<file path="src/maximum_gap_bucket_macros.svh">
// -----------------------------------------------------------------------------
// Maximum gap bucket assertion macros
// Shared assertion forms for the maximum gap block.
// -----------------------------------------------------------------------------
`ifndef MAXIMUM_GAP_BUCKET_MACROS_SVH
`define MAXIMUM_GAP_BUCKET_MACROS_SVH

// implication checked on the same edge
`define MGB_ASSERT_IMP(label, clk, rst, ante, cons) \
   label: assert property (@(posedge clk) disable iff (rst) (ante) |-> (cons)) \
      else $error("assertion failed");

// implication checked on the following edge
`define MGB_ASSERT_NEXT(label, clk, rst, ante, cons) \
   label: assert property (@(posedge clk) disable iff (rst) (ante) |=> (cons)) \
      else $error("assertion failed");

`endif

</file>
<file path="src/mgb_pkg.sv">
// -----------------------------------------------------------------------------
// Maximum gap bucket package
// Sizes and helpers shared by the maximum gap block.
// -----------------------------------------------------------------------------
package mgb_pkg;
   localparam int MAX_ITEMS = 1024;
   localparam int IDX_W     = $clog2(MAX_ITEMS);
   localparam int CNT_W     = $clog2(MAX_ITEMS + 1);
   localparam int BKT_W     = $clog2(MAX_ITEMS + 2);
   localparam int DATA_W    = 32;
   localparam int PROD_W    = DATA_W + CNT_W;

   typedef struct packed {
      logic             start;
      logic [PROD_W-1:0] dividend;
      logic [DATA_W-1:0] divisor;
   } div_req_type;
endpackage

</file>
<file path="src/mgb_divider.sv">
// -----------------------------------------------------------------------------
// Maximum gap bucket divider
// Restoring divider, one quotient bit a cycle.
// -----------------------------------------------------------------------------
module mgb_divider (
   input  logic                          clock,
   input  logic                          reset,
   input  mgb_pkg::div_req_type          req,
   output logic                          done,
   output logic [mgb_pkg::PROD_W-1:0]    quotient
);
   localparam int STEP_W = $clog2(mgb_pkg::PROD_W + 1);

   logic [mgb_pkg::PROD_W-1:0] quot_ff, quot_in;
   logic [mgb_pkg::DATA_W:0]   rem_ff, rem_in;
   logic [mgb_pkg::DATA_W-1:0] dvs_ff, dvs_in;
   logic [STEP_W-1:0]          step_ff, step_in;
   logic                       busy_ff, busy_in, done_ff, done_in;
   logic [mgb_pkg::DATA_W:0]   trial;

   always_comb begin
      quot_in = quot_ff;
      rem_in  = rem_ff;
      dvs_in  = dvs_ff;
      step_in = step_ff;
      busy_in = busy_ff;
      done_in = 1'b0;
      trial   = {rem_ff[mgb_pkg::DATA_W-1:0], quot_ff[mgb_pkg::PROD_W-1]};
      if (req.start) begin
         quot_in = req.dividend;
         rem_in  = '0;
         dvs_in  = req.divisor;
         step_in = STEP_W'(mgb_pkg::PROD_W);
         busy_in = 1'b1;
      end else if (busy_ff) begin
         if (trial >= {1'b0, dvs_ff}) begin
            rem_in  = trial - {1'b0, dvs_ff};
            quot_in = {quot_ff[mgb_pkg::PROD_W-2:0], 1'b1};
         end else begin
            rem_in  = trial;
            quot_in = {quot_ff[mgb_pkg::PROD_W-2:0], 1'b0};
         end
         step_in = step_ff - 1'b1;
         if (step_ff == STEP_W'(1)) begin
            busy_in = 1'b0;
            done_in = 1'b1;
         end
      end
   end

   always_ff @(posedge clock) begin
      quot_ff <= quot_in;
      rem_ff  <= rem_in;
      dvs_ff  <= dvs_in;
      step_ff <= step_in;
      if (reset) begin
         busy_ff <= 1'b0;
         done_ff <= 1'b0;
      end else begin
         busy_ff <= busy_in;
         done_ff <= done_in;
      end
   end

   assign done     = done_ff;
   assign quotient = quot_ff;
endmodule

</file>
<file path="config.mk">
export PLATFORM = sky130hd
export DESIGN_NAME = mgb_divider
export DESIGN_NICKNAME = d
export VERILOG_FILES = /design/src/maximum_gap_bucket_macros.svh /design/src/mgb_pkg.sv /design/src/mgb_divider.sv
export SDC_FILE = /design/constraint.sdc
export NUM_CORES = 1
export LEC_CHECK = 0
export BUFFER_PORTS_ARGS = -buffer_cell sky130_fd_sc_hd__buf_2
export CORE_MARGIN = 2
export CORE_UTILIZATION = 56
export CTS_BUF_LIST = sky130_fd_sc_hd__clkbuf_16
export DETAILED_ROUTE_END_ITERATION = 12
export PLACE_DENSITY_LB_ADDON = 0.05
export RECOVER_POWER = 25
export SYNTH_ARGS = -nofsm -noshare
export SYNTH_HDL_FRONTEND = slang
export SYNTH_SLANG_ARGS = --single-unit
</file>
<file path="constraint.sdc">
create_clock -name clock -period 2.9 [get_ports clock]
set_input_delay 0.145 -clock clock [delete_from_list [all_inputs] [get_ports clock]]
set_output_delay 0.145 -clock clock [all_outputs]
set_load 0.02 [all_outputs]
</file>
==> reports/results.ini <==
[setup_path]
path_class=reg -> reg
worstPathRequired_ns=3.21
crit_chain=inv_1 -> ha_2 -> a21oi_2 -> o211ai_1 -> nand3_1 -> a21oi_1 -> a311o_2 -> buf_4 -> a211oi_4 -> buf_4 -> nor4_2 -> a2111oi_1
end_kind=register
startpoint_type=register
cpPeakStageDelay_ns=0.39
path_common_cell=buf_4
crit_path_max_fanout=6
critPathSlowestCell=a311o_2
arrival_ns=3.10

[clock_network]
cts_tree=done
cts_buffers=17
insertion_delay_ns=0.42
clock_path_buffers=2
clk_pin_slew_ns=0.06
clock_sinks=115
ctsHtreeMaxLevel=4
cts_root_buf=clkbuf_16

[global_route]
grt_pass1_wl_mm=26.3
grt_remaining_overflow=0
grt_antenna_before_repair=0
grt_max_degree=53
grt_pass1_vias=5646
track_usage_pct=25.6

[yosys]
synth_compound_area_share_pct=17.3
synth_warnings=0
synthMuxAreaShare_pct=7.88
synthSimpleGateAreaFrac_pct=13.4
synth_edf_count=75
synth_top_family_by_area=compound AO/OA/AOI/OAI gates
synthFlopType=edfxtp_1
synth_top_area_share_pct=33.8
ys_seq_area_share_pct=45.9
synthTopCellsByArea=edfxtp_1, dfxtp_1, mux2_2
yosysMostFrequentCell=nand2_1
synth_area_leader_cell=edfxtp_1
synthesis.area_um2=6650
async_reset_ff_share_pct=0
synthTopCellsByCount=nand2_1, edfxtp_1, nor2_1
yosys_register_bits=115
synth_fa_ha_area_share_pct=6.69
synth_nets=748
synth-xor-area-share_pct=3.82
syn_inst=635
avgSynthCellArea_um2=10.5
synth.distinct_cells=72

[sta]
holdWs_ns=0.0240
min_period_ns=2.79
fin_crit_sh_pct=96.4
hold_viol=0
slew_viol_final=0
max-slew-margin-rel_pct=0.0101
worstMarginPinSlew_ns=1.50
max_freq_mhz=358
setup_viol=0
skew_ns=0.0147

[routing]
drc=2
wire_per_inst_um=16.6
drt_wl_total_mm=16.2
drt_pass1_iterations=9
vias=5463
via_per_inst=5.60
ant_nets=0
drt_iter0_drc=287

[die]
die_w_um=113
io_pins=122
die_height_um=113
core_um2=11500
num_rows=39
die_area_um2=12800
start_util_pct=57.8

[pwr]
finalPower_mw=5.47
p_leak_nw=3.65
power.density_nw_per_um2=623
pwr-share-seq_pct=36.5
p_switching_mw=1.55
p_int_mw=3.92
combinationalPowerShare_pct=23.7
ir_worst_vdd_mv=0.424
switching_share_pct=28.4
clkPwrFrac_pct=39.7

[placement]
gp_congestion=0.916
place_inst=901
dpl.hpwl_mm=11.2
io_buffers=121

[layout]
drive_gt1_share_pct=37.2
nNetsFinal=933
stdcell_count=976
antenna_cells=0
area_delta_synth_final_pct=32.0
fill_cells=800

[run_status]
violations=design-rule violations, max-capacitance violations
status=finished with violations

[worst_hold_path]
hold_class=in -> reg

[flow_run]
max_cap_viol_count=1

-- stage by stage --
stage | instance area (um^2) | TNS (ns) | util (%) | setup WS, ns
2_1_floorplan | 6650 | 0 | - | 0.198
3_3_place_gp | 7520 | 0 | 65.3 | 0.0137
3_5_place_dp | 7520 | -0.0971 | 65.3 | -0.0192
4_1_cts | 8480 | 0 | 73.6 | 0.00279
5_1_grt | 8790 | -0.0342 | 76.3 | -0.0221
6_report | 8790 | 0 | 76.3 | 0.105
-- final timing paths --
check                             to                     from  slack, ns  depth (start not counted)
max          rem_ff[28]$_SDFFE_PP0P_     dvs_ff[12]$_DFFE_PP_       0.11                         12
min           quotient[16]$_DFFE_PP_                  req[48]       0.02                          2
max reg2reg  rem_ff[28]$_SDFFE_PP0P_     dvs_ff[12]$_DFFE_PP_       0.11                         12
min reg2reg  step_ff[5]$_SDFFE_PP1P_  step_ff[5]$_SDFFE_PP1P_       0.51                          2
-- placed cells by master (no fill, tap or decap), drive strengths merged, types with 5 or more instances in the layout --
cell,synthesis,final
o21ai,20,20
a311oi,25,25
inv,40,44
nand3,12,12
nand4,9,9
xnor2,20,20
ha,34,34
xor2,9,9
clkinv,1,6
nor3,9,9
nand2b,6,6
mux2,43,43
and3,5,5
nor2b,5,5
o31ai,5,5
dfxtp,40,40
nor4,5,5
a211oi,6,6
edfxtp,75,75
clkbuf,14,23
a21o,7,7
nand2,76,76
buf,18,160
dlygate4sd3,0,33
a21oi,37,37
nor2,59,59
-- state kept, by name, summed over array words and instances (netlist names) --
name	flops
quotient	43
dvs_ff	32
rem_ff	32
step_ff	6
busy_ff	1
done	1
-- timing repair --
item | CTS | global route
setup endpoints to repair | 12 | 29
endpoints found under the hold margin | 34 | 0
gates cloned | 0 | 1
pin swaps | 0 | 19
buffers inserted | 0 | 9
hold buffers | 33 | 0
resized for setup | 3 | 48
-- power by group through the flow --
stage	logic, mW	clock network (mW)	registers [mW]
2_1_floorplan	0.749	0	2.09
3_3_place_gp	1.13	0	2.02
3_5_place_dp	1.15	0	2.02
4_1_cts	1.20	2.19	1.99
5_1_grt	1.42	2.27	2.02
6_report	1.30	2.17	2.00
-- worst max-delay path: cells and delay by family (launching register included) --
kind,cells,cell delay [ns]
AND/OR/NAND/NOR,2,0.16
buffers and inverters,3,0.41
flip-flops,1,0.36
adder cells (fa/ha/maj),1,0.31
AO/OA/AOI/OAI,6,1.45
-- final cells by class --
| type | count | area (um^2) | area share [%] |
|---|---|---|---|
| Clock buffer | 19 | 475 | 5.41 |
| Multi-Input combinational cell | 448 | 3530 | 40.1 |
| Timing Repair Buffer | 197 | 1250 | 14.3 |
| Inverter | 41 | 154 | 1.75 |
| Tap cell | 143 | 179 | 2.04 |
| Clock inverter | 13 | 143 | 1.62 |
| Sequential cell | 115 | 3050 | 34.8 |
-- kinds of logic (layout without fill, tap and decap cells) --
kind of cell	count (synthesis)	count (layout)
simple gates	197	197
buf+inv	73	270
compound gates	139	140
mux	47	47
fa+ha+maj	35	35
flops	115	115
xor+xnor	29	29
-- routing by layer --
metal	GRT usage, %	vias up	share of wire (%)
met5	0	-	0
met4	9.27	0	2.5
met3	7.82	30	5.6
met2	43.2	165	49
met1	31.2	2566	43
li1	-	2702	-
No activity file was read; power rests on OpenSTA's default activity.
